### src/edmf_pkg.sv
// shared constants and types of the echo distance median filter
`default_nettype none

package edmf_pkg;

  // window geometry
  localparam int unsigned WINDOW_SIZE = 5;
  localparam int unsigned IDX_W       = (WINDOW_SIZE > 1) ? $clog2(WINDOW_SIZE) : 1;
  localparam int unsigned HALF        = WINDOW_SIZE / 2;
  localparam bit          WINDOW_ODD  = (WINDOW_SIZE % 2) == 1;

  // field widths
  localparam int unsigned TICK_W  = 16;
  localparam int unsigned SPEED_W = 10;
  localparam int unsigned DIST_W  = 18;
  localparam int unsigned TIME_W  = 32;
  localparam int unsigned REM_W   = 15;

  // conversion constants
  localparam logic [SPEED_W-1:0] SPEED_RESET = 10'd343;
  localparam logic [TIME_W-1:0]  ROUND_ADD   = 32'd10000;
  localparam logic [REM_W:0]     DIVISOR     = 16'd20000;

  // division by 20000 as a shift by 5 and a multiply by the rounded-up 2^37 / 625,
  // exact for every 27-bit shifted dividend
  localparam int unsigned            DIV_PRE_SHIFT   = 5;
  localparam int unsigned            DIV_RECIP_W     = 28;
  localparam int unsigned            DIV_RECIP_SHIFT = 37;
  localparam logic [DIV_RECIP_W-1:0] DIV_RECIP       = 28'd219902326;
  localparam int unsigned            MUL_W           = TIME_W + DIV_RECIP_W;

  // operation codes
  localparam logic OP_SAMPLE  = 1'b0;
  localparam logic OP_RESTART = 1'b1;

  typedef logic [DIST_W-1:0] dist_t;

  // top to window control
  typedef struct packed {
    logic push;
    logic restart;
  } win_ctrl_t;

  // window status back to top
  typedef struct packed {
    logic busy;
    logic full;
  } win_stat_t;

endpackage

`default_nettype wire

### src/edmf_if.sv
// valid/ready channels for echo captures and filter results
`default_nettype none

interface edmf_in_if;
  logic                          valid;
  logic                          ready;
  logic                          op;
  logic [edmf_pkg::TICK_W-1:0]   echo_start_tick;
  logic [edmf_pkg::TICK_W-1:0]   echo_end_tick;
  logic [edmf_pkg::TICK_W-1:0]   overflow_count;

  modport source (output valid, output op, output echo_start_tick,
                  output echo_end_tick, output overflow_count, input ready);
  modport sink   (input valid, input op, input echo_start_tick,
                  input echo_end_tick, input overflow_count, output ready);
endinterface

interface edmf_out_if;
  logic                          valid;
  logic                          ready;
  logic [edmf_pkg::DIST_W-1:0]   sample_distance_cm;
  logic [edmf_pkg::DIST_W-1:0]   median_cm;
  logic                          median_ready;

  modport source (output valid, output sample_distance_cm, output median_cm,
                  output median_ready, input ready);
  modport sink   (input valid, input sample_distance_cm, input median_cm,
                  input median_ready, output ready);
endinterface

`default_nettype wire

### src/edmf_dist.sv
// echo time to distance conversion on one shared adder and one shared multiplier
`default_nettype none

module edmf_dist (
  input  wire logic                          clk_i,
  input  wire logic                          rst_ni,
  input  wire logic                          start_i,
  input  wire logic [edmf_pkg::TICK_W-1:0]   start_tick_i,
  input  wire logic [edmf_pkg::TICK_W-1:0]   end_tick_i,
  input  wire logic [edmf_pkg::TICK_W-1:0]   ovf_i,
  input  wire logic [edmf_pkg::SPEED_W-1:0]  speed_i,
  output logic                               done_o,
  output edmf_pkg::dist_t                    dist_o
);

  typedef enum logic [2:0] {
    D_IDLE, D_T1, D_T2, D_T3, D_MUL, D_RND, D_DIV, D_FIN
  } dist_state_e;

  dist_state_e                         state_q;
  logic [edmf_pkg::TIME_W-1:0]         acc_q, acc_d;
  logic [edmf_pkg::TICK_W-1:0]         start_q, end_q, ovf_q;

  logic [edmf_pkg::TIME_W-1:0]         add_b;
  logic                                add_sub;
  logic [edmf_pkg::TIME_W-1:0]         add_sum;
  logic [edmf_pkg::TIME_W-1:0]         mul_a;
  logic [edmf_pkg::DIV_RECIP_W-1:0]    mul_b;
  logic [edmf_pkg::MUL_W-1:0]          prod;

  // shared adder operand select
  always_comb begin
    add_b   = edmf_pkg::ROUND_ADD;
    add_sub = 1'b0;
    case (state_q)
      D_T1: begin
        add_b   = edmf_pkg::TIME_W'(ovf_q);
        add_sub = 1'b1;
      end
      D_T2: begin
        add_b   = edmf_pkg::TIME_W'(end_q);
        add_sub = 1'b0;
      end
      D_T3: begin
        add_b   = edmf_pkg::TIME_W'(start_q);
        add_sub = 1'b1;
      end
      default: begin
        add_b   = edmf_pkg::ROUND_ADD;
        add_sub = 1'b0;
      end
    endcase
    add_sum = acc_q + (add_sub ? ~add_b : add_b) + edmf_pkg::TIME_W'(add_sub);
  end

  // shared multiplier: time times speed, then the reciprocal of the divisor
  always_comb begin
    mul_a = acc_q;
    mul_b = edmf_pkg::DIV_RECIP_W'(speed_i);
    if (state_q == D_DIV) begin
      mul_a = edmf_pkg::TIME_W'(acc_q[edmf_pkg::TIME_W-1:edmf_pkg::DIV_PRE_SHIFT]);
      mul_b = edmf_pkg::DIV_RECIP;
    end
    prod = edmf_pkg::MUL_W'(mul_a) * edmf_pkg::MUL_W'(mul_b);
  end

  // accumulator next value per step
  always_comb begin
    acc_d = acc_q;
    case (state_q)
      D_T1, D_T2, D_T3: acc_d = add_sum;
      D_MUL:            acc_d = prod[edmf_pkg::TIME_W-1:0];
      D_RND:            acc_d = add_sum;
      D_DIV:            acc_d = edmf_pkg::TIME_W'(
                                  prod[edmf_pkg::DIV_RECIP_SHIFT +: edmf_pkg::DIST_W]);
      default:          acc_d = acc_q;
    endcase
  end

  // sequencer
  always_ff @(posedge clk_i or negedge rst_ni) begin
    if (!rst_ni) begin
      state_q <= D_IDLE;
    end else begin
      case (state_q)
        D_IDLE: if (start_i) state_q <= D_T1;
        D_T1:    state_q <= D_T2;
        D_T2:    state_q <= D_T3;
        D_T3:    state_q <= D_MUL;
        D_MUL:   state_q <= D_RND;
        D_RND:   state_q <= D_DIV;
        D_DIV:   state_q <= D_FIN;
        D_FIN:   state_q <= D_IDLE;
        default: state_q <= D_IDLE;
      endcase
    end
  end

  // datapath registers
  always_ff @(posedge clk_i) begin
    if (state_q == D_IDLE && start_i) begin
      start_q <= start_tick_i;
      end_q   <= end_tick_i;
      ovf_q   <= ovf_i;
      acc_q   <= {ovf_i, {edmf_pkg::TICK_W{1'b0}}};
    end else begin
      acc_q <= acc_d;
    end
  end

  assign done_o = (state_q == D_FIN);
  assign dist_o = acc_q[edmf_pkg::DIST_W-1:0];

endmodule

`default_nettype wire

### src/edmf_window.sv
// distance window store with rank scan median
`default_nettype none

module edmf_window (
  input  wire logic                 clk_i,
  input  wire logic                 rst_ni,
  input  edmf_pkg::win_ctrl_t       ctrl_i,
  input  edmf_pkg::dist_t           dist_i,
  output edmf_pkg::win_stat_t       stat_o,
  output edmf_pkg::dist_t           median_o
);

  typedef enum logic [1:0] {W_IDLE, W_SCAN, W_AVG} win_state_e;

  win_state_e                      state_q;
  edmf_pkg::dist_t                 win_q [edmf_pkg::WINDOW_SIZE];
  logic [edmf_pkg::IDX_W-1:0]      count_q;
  logic [edmf_pkg::IDX_W-1:0]      idx_q;
  logic                            full_q;
  edmf_pkg::dist_t                 median_q;
  edmf_pkg::dist_t                 mid_lo_q, mid_hi_q;

  edmf_pkg::dist_t                 cand;
  logic [edmf_pkg::IDX_W-1:0]      rank;
  logic [edmf_pkg::DIST_W:0]       mid_sum;

  // stable rank of the candidate entry against the whole window
  always_comb begin
    cand = win_q[idx_q];
    rank = '0;
    for (int j = 0; j < edmf_pkg::WINDOW_SIZE; j++) begin
      if (win_q[j] < cand || (win_q[j] == cand && edmf_pkg::IDX_W'(j) < idx_q)) begin
        rank = rank + edmf_pkg::IDX_W'(1);
      end
    end
  end

  assign mid_sum = {1'b0, mid_lo_q} + {1'b0, mid_hi_q};

  // window entries
  always_ff @(posedge clk_i) begin
    if (state_q == W_IDLE && ctrl_i.push && !ctrl_i.restart) begin
      win_q[count_q] <= dist_i;
    end
  end

  // sequencer, fill count and median
  always_ff @(posedge clk_i or negedge rst_ni) begin
    if (!rst_ni) begin
      state_q  <= W_IDLE;
      count_q  <= '0;
      idx_q    <= '0;
      full_q   <= 1'b0;
      median_q <= '0;
      mid_lo_q <= '0;
      mid_hi_q <= '0;
    end else if (ctrl_i.restart) begin
      state_q  <= W_IDLE;
      count_q  <= '0;
      full_q   <= 1'b0;
      median_q <= '0;
    end else begin
      case (state_q)
        W_IDLE: begin
          if (ctrl_i.push) begin
            if (count_q == edmf_pkg::IDX_W'(edmf_pkg::WINDOW_SIZE - 1)) begin
              count_q <= '0;
              idx_q   <= '0;
              full_q  <= 1'b1;
              state_q <= W_SCAN;
            end else begin
              count_q <= count_q + 1'b1;
              full_q  <= 1'b0;
            end
          end
        end
        W_SCAN: begin
          if (rank == edmf_pkg::IDX_W'(edmf_pkg::HALF)) mid_hi_q <= cand;
          if (!edmf_pkg::WINDOW_ODD && rank == edmf_pkg::IDX_W'(edmf_pkg::HALF - 1)) begin
            mid_lo_q <= cand;
          end
          if (idx_q == edmf_pkg::IDX_W'(edmf_pkg::WINDOW_SIZE - 1)) begin
            state_q <= W_AVG;
          end else begin
            idx_q <= idx_q + 1'b1;
          end
        end
        W_AVG: begin
          median_q <= edmf_pkg::WINDOW_ODD ? mid_hi_q : mid_sum[edmf_pkg::DIST_W:1];
          state_q  <= W_IDLE;
        end
        default: state_q <= W_IDLE;
      endcase
    end
  end

  assign stat_o.busy = (state_q != W_IDLE);
  assign stat_o.full = full_q;
  assign median_o    = median_q;

endmodule

`default_nettype wire

### src/echo_distance_median_filter_top.sv
// Echo distance median filter, top level.
// Usage: echo captures enter on in_i (valid/ready); a transfer with op = 0 carries
// start tick, end tick and overflow count, op = 1 restarts the window and clears
// the median. Each input transfer yields exactly one result transfer on out_o:
// the sample distance, the median of the last completed window and a flag that
// is high when this capture completed a window of WINDOW_SIZE entries.
// The speed of sound register is written through cfg_we_i / cfg_wdata_i; the user must
// write it only while idle, and the block itself does not enforce this.
// Steps: a capture passes three adder steps for the echo time, the speed multiply,
// the rounding add, one reciprocal multiply for the division by 20000, a finish state,
// the window push and the hand-off to the output register; a capture that completes
// the window also waits for the rank scan. A restart goes straight to the hand-off.
// Throughput: one item at a time; in_i.ready is high only while no item is in work.
// The result sits in an output register, so the next item is taken while it waits.
// If out_o.ready stays low, the finished next result waits until the register is free.
// Reset: speed 343 m/s, empty window, median 0, no result pending.
`default_nettype none

module echo_distance_median_filter_top (
  input  wire logic                          clk_i,
  input  wire logic                          rst_ni,
  input  wire logic                          cfg_we_i,
  input  wire logic [edmf_pkg::SPEED_W-1:0]  cfg_wdata_i,
  edmf_in_if.sink                            in_i,
  edmf_out_if.source                         out_o
);

  typedef enum logic [1:0] {S_IDLE, S_DIST, S_WIN, S_DONE} top_state_e;

  top_state_e                    state_q;
  logic [edmf_pkg::SPEED_W-1:0]  speed_q;
  edmf_pkg::dist_t               res_dist_q;
  logic                          res_ready_q;
  logic                          out_valid_q;
  edmf_pkg::dist_t               out_dist_q, out_median_q;
  logic                          out_flag_q;

  logic                          in_fire;
  logic                          dist_done;
  edmf_pkg::dist_t               conv_dist;
  edmf_pkg::win_ctrl_t           win_ctrl;
  edmf_pkg::win_stat_t           win_stat;
  edmf_pkg::dist_t               win_median;

  assign in_i.ready = (state_q == S_IDLE);
  assign in_fire    = in_i.valid && in_i.ready;

  // speed of sound register
  always_ff @(posedge clk_i or negedge rst_ni) begin
    if (!rst_ni) begin
      speed_q <= edmf_pkg::SPEED_RESET;
    end else if (cfg_we_i) begin
      speed_q <= cfg_wdata_i;
    end
  end

  // distance conversion
  edmf_dist u_dist (
    .clk_i        (clk_i),
    .rst_ni       (rst_ni),
    .start_i      (in_fire && in_i.op == edmf_pkg::OP_SAMPLE),
    .start_tick_i (in_i.echo_start_tick),
    .end_tick_i   (in_i.echo_end_tick),
    .ovf_i        (in_i.overflow_count),
    .speed_i      (speed_q),
    .done_o       (dist_done),
    .dist_o       (conv_dist)
  );

  // window control
  assign win_ctrl.push    = (state_q == S_DIST) && dist_done;
  assign win_ctrl.restart = in_fire && (in_i.op == edmf_pkg::OP_RESTART);

  edmf_window u_window (
    .clk_i    (clk_i),
    .rst_ni   (rst_ni),
    .ctrl_i   (win_ctrl),
    .dist_i   (conv_dist),
    .stat_o   (win_stat),
    .median_o (win_median)
  );

  // item sequencer and output register
  always_ff @(posedge clk_i or negedge rst_ni) begin
    if (!rst_ni) begin
      state_q      <= S_IDLE;
      res_dist_q   <= '0;
      res_ready_q  <= 1'b0;
      out_valid_q  <= 1'b0;
      out_dist_q   <= '0;
      out_median_q <= '0;
      out_flag_q   <= 1'b0;
    end else begin
      // drop a taken result unless a new one loads in this cycle
      if (out_valid_q && out_o.ready && state_q != S_DONE) out_valid_q <= 1'b0;
      case (state_q)
        S_IDLE: begin
          if (in_fire) begin
            if (in_i.op == edmf_pkg::OP_RESTART) begin
              res_dist_q  <= '0;
              res_ready_q <= 1'b0;
              state_q     <= S_DONE;
            end else begin
              state_q <= S_DIST;
            end
          end
        end
        S_DIST: begin
          if (dist_done) begin
            res_dist_q <= conv_dist;
            state_q    <= S_WIN;
          end
        end
        S_WIN: begin
          if (!win_stat.busy) begin
            res_ready_q <= win_stat.full;
            state_q     <= S_DONE;
          end
        end
        S_DONE: begin
          if (!out_valid_q || out_o.ready) begin
            out_valid_q  <= 1'b1;
            out_dist_q   <= res_dist_q;
            out_median_q <= win_median;
            out_flag_q   <= res_ready_q;
            state_q      <= S_IDLE;
          end
        end
        default: state_q <= S_IDLE;
      endcase
    end
  end

  assign out_o.valid              = out_valid_q;
  assign out_o.sample_distance_cm = out_dist_q;
  assign out_o.median_cm          = out_median_q;
  assign out_o.median_ready       = out_flag_q;

endmodule

`default_nettype wire

### src/flat_wrapper.sv
// flat-port wrapper written by rule: the top's interface ports become plain ports
module echo_distance_median_filter_top_flat 
  (clk_i, rst_ni, cfg_we_i, cfg_wdata_i, in_i_valid, in_i_op, in_i_echo_start_tick, in_i_echo_end_tick, in_i_overflow_count, in_i_ready, out_o_valid, out_o_sample_distance_cm, out_o_median_cm, out_o_median_ready, out_o_ready);
  edmf_in_if in_i_i ();
  edmf_out_if out_o_i ();
  input  wire logic clk_i;
  input  wire logic rst_ni;
  input  wire logic cfg_we_i;
  input  wire logic [edmf_pkg::SPEED_W-1:0] cfg_wdata_i;
  input wire logic [$bits(in_i_i.valid)-1:0] in_i_valid;
  input wire logic [$bits(in_i_i.op)-1:0] in_i_op;
  input wire logic [$bits(in_i_i.echo_start_tick)-1:0] in_i_echo_start_tick;
  input wire logic [$bits(in_i_i.echo_end_tick)-1:0] in_i_echo_end_tick;
  input wire logic [$bits(in_i_i.overflow_count)-1:0] in_i_overflow_count;
  output wire logic [$bits(in_i_i.ready)-1:0] in_i_ready;
  output wire logic [$bits(out_o_i.valid)-1:0] out_o_valid;
  output wire logic [$bits(out_o_i.sample_distance_cm)-1:0] out_o_sample_distance_cm;
  output wire logic [$bits(out_o_i.median_cm)-1:0] out_o_median_cm;
  output wire logic [$bits(out_o_i.median_ready)-1:0] out_o_median_ready;
  input wire logic [$bits(out_o_i.ready)-1:0] out_o_ready;
  assign in_i_i.valid = in_i_valid;
  assign in_i_i.op = in_i_op;
  assign in_i_i.echo_start_tick = in_i_echo_start_tick;
  assign in_i_i.echo_end_tick = in_i_echo_end_tick;
  assign in_i_i.overflow_count = in_i_overflow_count;
  assign in_i_ready = in_i_i.ready;
  assign out_o_valid = out_o_i.valid;
  assign out_o_sample_distance_cm = out_o_i.sample_distance_cm;
  assign out_o_median_cm = out_o_i.median_cm;
  assign out_o_median_ready = out_o_i.median_ready;
  assign out_o_i.ready = out_o_ready;
  echo_distance_median_filter_top u_core (.clk_i(clk_i), .rst_ni(rst_ni), .cfg_we_i(cfg_we_i), .cfg_wdata_i(cfg_wdata_i), .in_i(in_i_i), .out_o(out_o_i));
endmodule
### config.mk
export PLATFORM = sky130hd
export DESIGN_NAME = echo_distance_median_filter_top_flat
export DESIGN_NICKNAME = d
export VERILOG_FILES = /design/src/edmf_pkg.sv /design/src/edmf_if.sv /design/src/edmf_dist.sv /design/src/edmf_window.sv /design/src/echo_distance_median_filter_top.sv /design/src/flat_wrapper.sv
export SDC_FILE = /design/constraint.sdc
export NUM_CORES = 2
export LEC_CHECK = 0
export BUFFER_PORTS_ARGS = -buffer_cell sky130_fd_sc_hd__buf_4
export CORE_ASPECT_RATIO = 1.1
export CORE_MARGIN = 2
export CORE_UTILIZATION = 50
export CTS_BUF_LIST = sky130_fd_sc_hd__clkbuf_8 sky130_fd_sc_hd__clkbuf_16
export DETAILED_ROUTE_END_ITERATION = 6
export GPL_TIMING_DRIVEN = 0
export PLACE_DENSITY = 0.69
export SYNTH_ARGS = -nofsm -noshare
export SYNTH_HDL_FRONTEND = slang
export SYNTH_SLANG_ARGS = --single-unit
### constraint.sdc
create_clock -name clk_i -period 7.7 [get_ports clk_i]
set_input_delay 1.54 -clock clk_i [delete_from_list [all_inputs] [get_ports clk_i]]
set_output_delay 1.54 -clock clk_i [all_outputs]
set_load 0.02 [all_outputs]
# Word level (Yosys, flattened, before mapping)
# Memories as Yosys holds them, arrays and structs flattened.
# Index checks and enable logic that the tools add are counted.
# word_totals
reg_bits	197
mem_bits_rw	90
in_bits	64
output_inout_bits	39
wordCells	172
mem_count	1
# mem_list
name	words	word_bits	rd	rd_ports_with_merged_regs	wr	line	rtl
u_core.u_window.win_q	5	18	6	0	1	edmf_window.sv:16	edmf_pkg::dist_t win_q [edmf_pkg::WINDOW_SIZE];
# classes
add_sub_neg	8
multipliers	1
magnitude_cmp	10
eq_ne	33
muxes	52
bitwise	3
n_reduce_logical	44
# ops
op	n
2-to-1 mux 32 bit	3
case mux 32 bit (3 select lines)	1
equality test 18 bit	5
< comparator 18 bit	5
2-to-1 mux 18 bit	5
multiplier 32 x 28 -> 55 bit	1
case mux 16 bit (3 select lines)	1
2-to-1 mux 3 bit	12
case mux 18 bit (2 select lines)	1
adder 32 x 1 -> 32 bit	1
adder 32 bit	1
inverter 16 -> 32 bit	1
2-to-1 mux 28 bit	1
case mux 3 bit (8 select lines)	1
adder 3 x 1 -> 3 bit, second input constant	6
equality test 3 bit, second input constant	6
2-to-1 mux 2 bit	9
logical AND 1 bit	14
2-to-1 mux 1 bit	14
!= test 2 bit, second input constant	7
nonzero test 2 bit	7
AND reduction 4 bit	3
equality test 3 x 2 -> 1 bit, second input constant	3
case mux 2 bit (4 select lines)	1
other kinds (24)	42

# Logic depth before layout (Yosys ltp)
# An unclocked memory read counts as a cell.
# depth
word_depth	15
depth_mapped	33
depth_no_buf	29

# Hierarchy
# A second synthesis with hierarchy kept.
# hier_totals
cells_unflattened	3785
area_unflattened_um2	38588.3
# modules_own_cells
mod	n_inst	cells_per_inst	area_each_um2	seq_area_each_um2
edmf_dist	1	2943	26339.0	2317.2
edmf_window	1	671	9529.1	5450.2
echo_distance_median_filter_top	1	171	2720.1	1734.2

# Least setup slack after synthesis
# OpenSTA, ideal clock, no wires.
# synth_path
path_type	reg2reg
startpoint	reg u_core.u_dist.state_q[1]
endpoint	reg u_core.u_dist.acc_q[31] (netlist bit), data pin
setup_time_ns	0.263
arrival_ns	7.744
required_time_ns	7.437
slack_ns	-0.307
path_stages_with_launch	30
n_path_buf	5
synth_period_minus_slack_ns	8.007
path_cell_list	dfrtp_1 > clkbuf_2 > clkbuf_1 > nand2b_1 > nor2_1 > clkbuf_1 > nor2_1 > clkbuf_1 > nor2_1 > fa_1 > fa_1 > inv_1 > fa_1 > fa_1 > fa_1 > inv_1 > fa_1 > inv_1 > fa_1 > inv_1 > ha_1 > buf_2 > nand4_2 > or3_1 > o22ai_2 > nor3_1 > o41a_1 > o211ai_1 > a21boi_0 > a2111o_1
# synth_between
elab_chain_cells	8
elab_cells_between_ends	21
cone_classes	2 x add/sub; 1 x mul; 6 x eq/ne; 7 x mux; 1 x bitwise; 4 x reduce/logical
# synth_rtl
item	line	rtl
start, declared	edmf_dist.sv:20	dist_state_e state_q;
start signal, assigned	edmf_dist.sv:83	state_q <= D_IDLE;
start signal, assigned	edmf_dist.sv:86	D_IDLE: if (start_i) state_q <= D_T1;
start signal, assigned	edmf_dist.sv:87	D_T1: state_q <= D_T2;
equality test 3 x 2 -> 1 bit / equality test 3 x 1 -> 1 bit (equally long branches)	edmf_dist.sv:35, edmf_dist.sv:70	
case mux 16 bit (3 select lines) / OR reduction 2 bit (equally long branches)	n/a	
inverter 16 -> 32 bit / 2-to-1 mux 1 bit (equally long branches)	edmf_dist.sv:53, edmf_dist.sv:35	
2-to-1 mux 32 bit	edmf_dist.sv:53	add_sum = acc_q + (add_sub ? ~add_b : add_b) + edmf_pkg::TIME_W'(add_sub);
adder 32 bit	edmf_dist.sv:53	
adder 32 x 1 -> 32 bit	edmf_dist.sv:53	
case mux 32 bit (3 select lines)	edmf_dist.sv:70	case (state_q)
2-to-1 mux 32 bit *	edmf_dist.sv:101	if (state_q == D_IDLE && start_i) begin
end signal, assigned	edmf_dist.sv:105	acc_q <= {ovf_i, {edmf_pkg::TICK_W{1'b0}}};
end, declared	edmf_dist.sv:21	logic [edmf_pkg::TIME_W-1:0] acc_q, acc_d;
# Mark *: on every way between the ends. The rest lies on a longest branch, timed or not.
# A chain may end at the register's enable or synchronous reset.

# Worst setup path in the final report
# layout_path
startpoint	reg u_core.u_dist.state_q[1]
endpoint	reg u_core.u_dist.acc_q[4] (netlist bit)
# layout_between
elab_chain_cells	7
elab_cells_between_ends	21
cone_classes	2 x add/sub; 1 x mul; 6 x eq/ne; 6 x mux; 1 x bitwise; 5 x reduce/logical
# layout_rtl
item	line
equality test 3 x 2 -> 1 bit / equality test 3 x 1 -> 1 bit (equally long branches)	edmf_dist.sv:35, edmf_dist.sv:70
case mux 16 bit (3 select lines) / OR reduction 2 bit (equally long branches)	n/a
inverter 16 -> 32 bit / 2-to-1 mux 1 bit (equally long branches)	edmf_dist.sv:53, edmf_dist.sv:35
2-to-1 mux 32 bit	edmf_dist.sv:53
adder 32 bit	edmf_dist.sv:53
adder 32 x 1 -> 32 bit	edmf_dist.sv:53
case mux 32 bit (3 select lines)	edmf_dist.sv:70
# Several ways; a longest one is shown, not always the timed one.

==> impl_metrics.json <==
{
  "clk_pin_slew_ns": 0.07,
  "nFillCells": 6411,
  "area_growth_pct": 16.6,
  "die_width_um": 268,
  "final_nets": 4996,
  "crit_buf_inv": 12,
  "syn_inst": 3781,
  "ios": 103,
  "htree_num_levels": 2,
  "layout.cells.non_filler": 5091,
  "cts_made_buffers": 34,
  "synth_compound_area_share_pct": 9.29,
  "cts_hold_buf": 0,
  "finalMaxSlewViolations": 0,
  "drive_gt1_share_pct": 17.3,
  "io_buffer_count": 101,
  "syn_avg_cell_area_um2": 10.2,
  "root_buffer": "clkbuf_16",
  "cpLargestDelayFamily": "adder cells",
  "synthAdderAreaFrac_pct": 39.1,
  "clock_path_buffers": 3,
  "routed-via-count": 29800,
  "slowest_stage": "fa_2",
  "max_slew_margin_pct": 14.8,
  "ant_nets": 0,
  "yosysUniqueCellTypes": 89,
  "dpl.hpwl_um": 97800,
  "status": "finished, violations left",
  "clock_sinks": 341,
  "final_cell_mix": "inv_1, fa_1, ha_1",
  "place_inst": 4936,
  "worst_pin_slew_ns": 1.28,
  "cp-end-kind": "flip-flop",
  "drt_iter0_drc": 2433,
  "slowest_delay_ns": 0.62,
  "yosysTopAreaCell": "fa_1",
  "period_needed_ns": 8.02,
  "globalRouteOverflowTotal": 0,
  "synth_area_um2": 38400,
  "fin_ws_ns": -0.324,
  "routabilityCongestion": 0.981,
  "cp-start-kind": "flip-flop",
  "fmax_mhz": 125,
  "synthTopCellsByArea": "fa_1, edfxtp_1, ha_1",
  "worstSetupPathType": "reg2reg",
  "initial_utilization_pct": 50.5,
  "dieArea_um2": 79000,
  "cts_tree": "done",
  "via_per_inst": 5.85,
  "grt_pass1_wl_um": 186000,
  "synth_xor_area_share_pct": 2.08,
  "fin_crit_sh_pct": 104,
  "arrival_ns": 8.47,
  "clk_latency_ns": 0.57,
  "drt_pass1_iterations": 6,
  "final_common_cell": "inv_1",
  "fin_worst_skew_ns": 0.0179,
  "grt_start_max_net_pins": 84,
  "synth-edff-count": 208,
  "violations": "setup timing",
  "drc": 0,
  "holdCritPathClass": "reg2reg",
  "synth_top_area_share_pct": 26.6,
  "rows": 106,
  "synth_ff_type": "edfxtp_1",
  "cp.required_ns": 8.14,
  "path_common_cell": "fa_1",
  "path_max_fanout": 6,
  "die_h_um": 295,
  "drt_wl_total_um": 125000,
  "track_usage_pct": 32.1,
  "wire_per_inst_um": 24.5,
  "synth_top_family_by_area": "adder cells",
  "synthArstFlopShare_pct": 34.3,
  "setup_viol": 23,
  "muxShareOfSynthArea_pct": 5.17,
  "hold_viol_final": 0,
  "synth-seq-cells": 341,
  "grt_pass1_vias": 30900,
  "maxCapViolations": 0,
  "ys_seq_area_share_pct": 24.7,
  "synth-simple-area-share_pct": 10.4,
  "ys.warnings.count": 0,
  "core_area_um2": 76000,
  "rsz0062_at_grt": "true",
  "grt_antenna_before_repair": 1
}
[metrics by stage]
stage | instance area [um2] | util, % | TNS [ns] | setup slack [ns] | hold WS, ns
after floorplan | 38500 | - | -0.0112 | -0.0112 | 0.469
after global placement | 40500 | 53.3 | -71.53 | -2.91 | 0.487
after detailed placement | 40700 | 53.6 | -71.35 | -2.79 | 0.491
after CTS | 43900 | 57.7 | -2.53 | -0.302 | 0.494
after global routing | 44800 | 58.9 | -8.07 | -0.499 | 0.509
final | 44800 | 58.9 | -4.19 | -0.324 | 0.497
[cell type report]
| type | count | area [um2] | area share (%) |
|---|---|---|---|
| clock inverters | 19 | 186 | 0.416 |
| repair buffers | 217 | 1840 | 4.10 |
| inverters | 790 | 2980 | 6.66 |
| diodes | 1 | 2.50 | 0.00559 |
| clock buffers | 41 | 970 | 2.16 |
| plain buffers | 137 | 1100 | 2.46 |
| well taps | 1026 | 1280 | 2.87 |
| flip-flops and latches | 341 | 9510 | 21.2 |
| multi-input cells | 2519 | 26900 | 60.1 |
[sequential cells by signal, summed over array words and instances (netlist names), 2 cells and up]
register / flops
u_core.u_window.state_q: 2
u_core.speed_q: 10
u_core.u_window.count_q: 3
u_core.state_q: 2
u_core.u_window.mid_hi_q: 18
u_core.out_o.sample_distance_cm: 18
u_core.u_window.median_o: 18
u_core.u_dist.end_q: 16
u_core.u_window.idx_q: 3
u_core.res_dist_q: 18
u_core.out_o.median_cm: 18
u_core.u_dist.state_q: 3
u_core.u_dist.ovf_q: 16
u_core.u_dist.start_q: 16
u_core.u_dist.acc_q: 32
u_core.u_window.win_q: 144
[cell families after synthesis]
| logic type | after synthesis |
|---|---|
| buffers and inverters | 939 |
| adders and majority gates | 892 |
| and+or+nand+nor | 830 |
| AOI/OAI and AO/OA | 540 |
| DFF | 341 |
| muxes | 146 |
| xor gates and xnor gates | 91 |
| other | 2 |
[synth_stat cells (12+ instances only)]
| master | count |
|---|---|
| inv_1 | 789 |
| fa_1 | 511 |
| ha_1 | 381 |
| nand2_1 | 241 |
| nor2_1 | 220 |
| edfxtp_1 | 208 |
| a21oi_1 | 166 |
| and3_1 | 146 |
| clkbuf_1 | 126 |
| dfrtp_1 | 111 |
| o21ai_0 | 90 |
| nand3_1 | 60 |
| mux2i_1 | 55 |
| a21o_1 | 54 |
| mux2_2 | 54 |
| xnor2_1 | 50 |
| xor2_1 | 41 |
| mux4_2 | 36 |
| nand4_1 | 28 |
| or2_2 | 25 |
| nor3_1 | 24 |
| o21a_1 | 23 |
| a22oi_1 | 20 |
| nor2b_1 | 20 |
| a22o_1 | 19 |
| nand2b_1 | 18 |
| a31oi_1 | 16 |
| dfxtp_1 | 16 |
| o21bai_1 | 15 |
| a211oi_1 | 13 |
| and2_1 | 12 |
[metal layers]
layer / GRT usage [%] / share of wire [%] / routed length (um)
met1: 36.9 / 35 / 44100
met2: 53.9 / 48 / 59700
met3: 5.59 / 8.1 / 10100
met4: 23.1 / 8.8 / 11000
met5: 0 / 0 / 0
[worst paths after layout]
| path | slack, ns | cells past startpoint | to | startpoint |
|---|---|---|---|---|
| max | -0.32 | 32 | u_core.u_dist.acc_q[4] | u_core.u_dist.state_q[1] |
| min | 0.50 | 1 | u_core.out_o.median_cm[1] | u_core.u_window.median_o[1] |
| max reg2reg | -0.32 | 32 | u_core.u_dist.acc_q[4] | u_core.u_dist.state_q[1] |
| min reg2reg | 0.50 | 1 | u_core.out_o.median_cm[1] | u_core.u_window.median_o[1] |
| max in group asynchronous | 6.09 | 2 | u_core.u_dist.state_q[1] | rst_ni |
| min in group asynchronous | 0.88 | 1 | u_core.out_o.sample_distance_cm[4] | rst_ni |
[worst reg2reg max path, delay by kind of cell, from the launching register on]
family	cells	cell delay, ns
adders and majority gates	8	3.99
and+or+nand+nor	6	1.08
AOI/OAI and AO/OA	5	1.05
buffers and inverters	12	1.30
DFF	1	0.37
xor gates and xnor gates	1	0.13
[repair_timing]
action                     CTS  global route
cloned                       4             0
setup buffers               72            30
setup endpoints to repair   32            32
resized for setup          361           160
pin swaps                   83           106
Power is left out: the tool's default activity adds up to more than one toggle a clock period on the data nets, which glitch-free logic cannot reach.
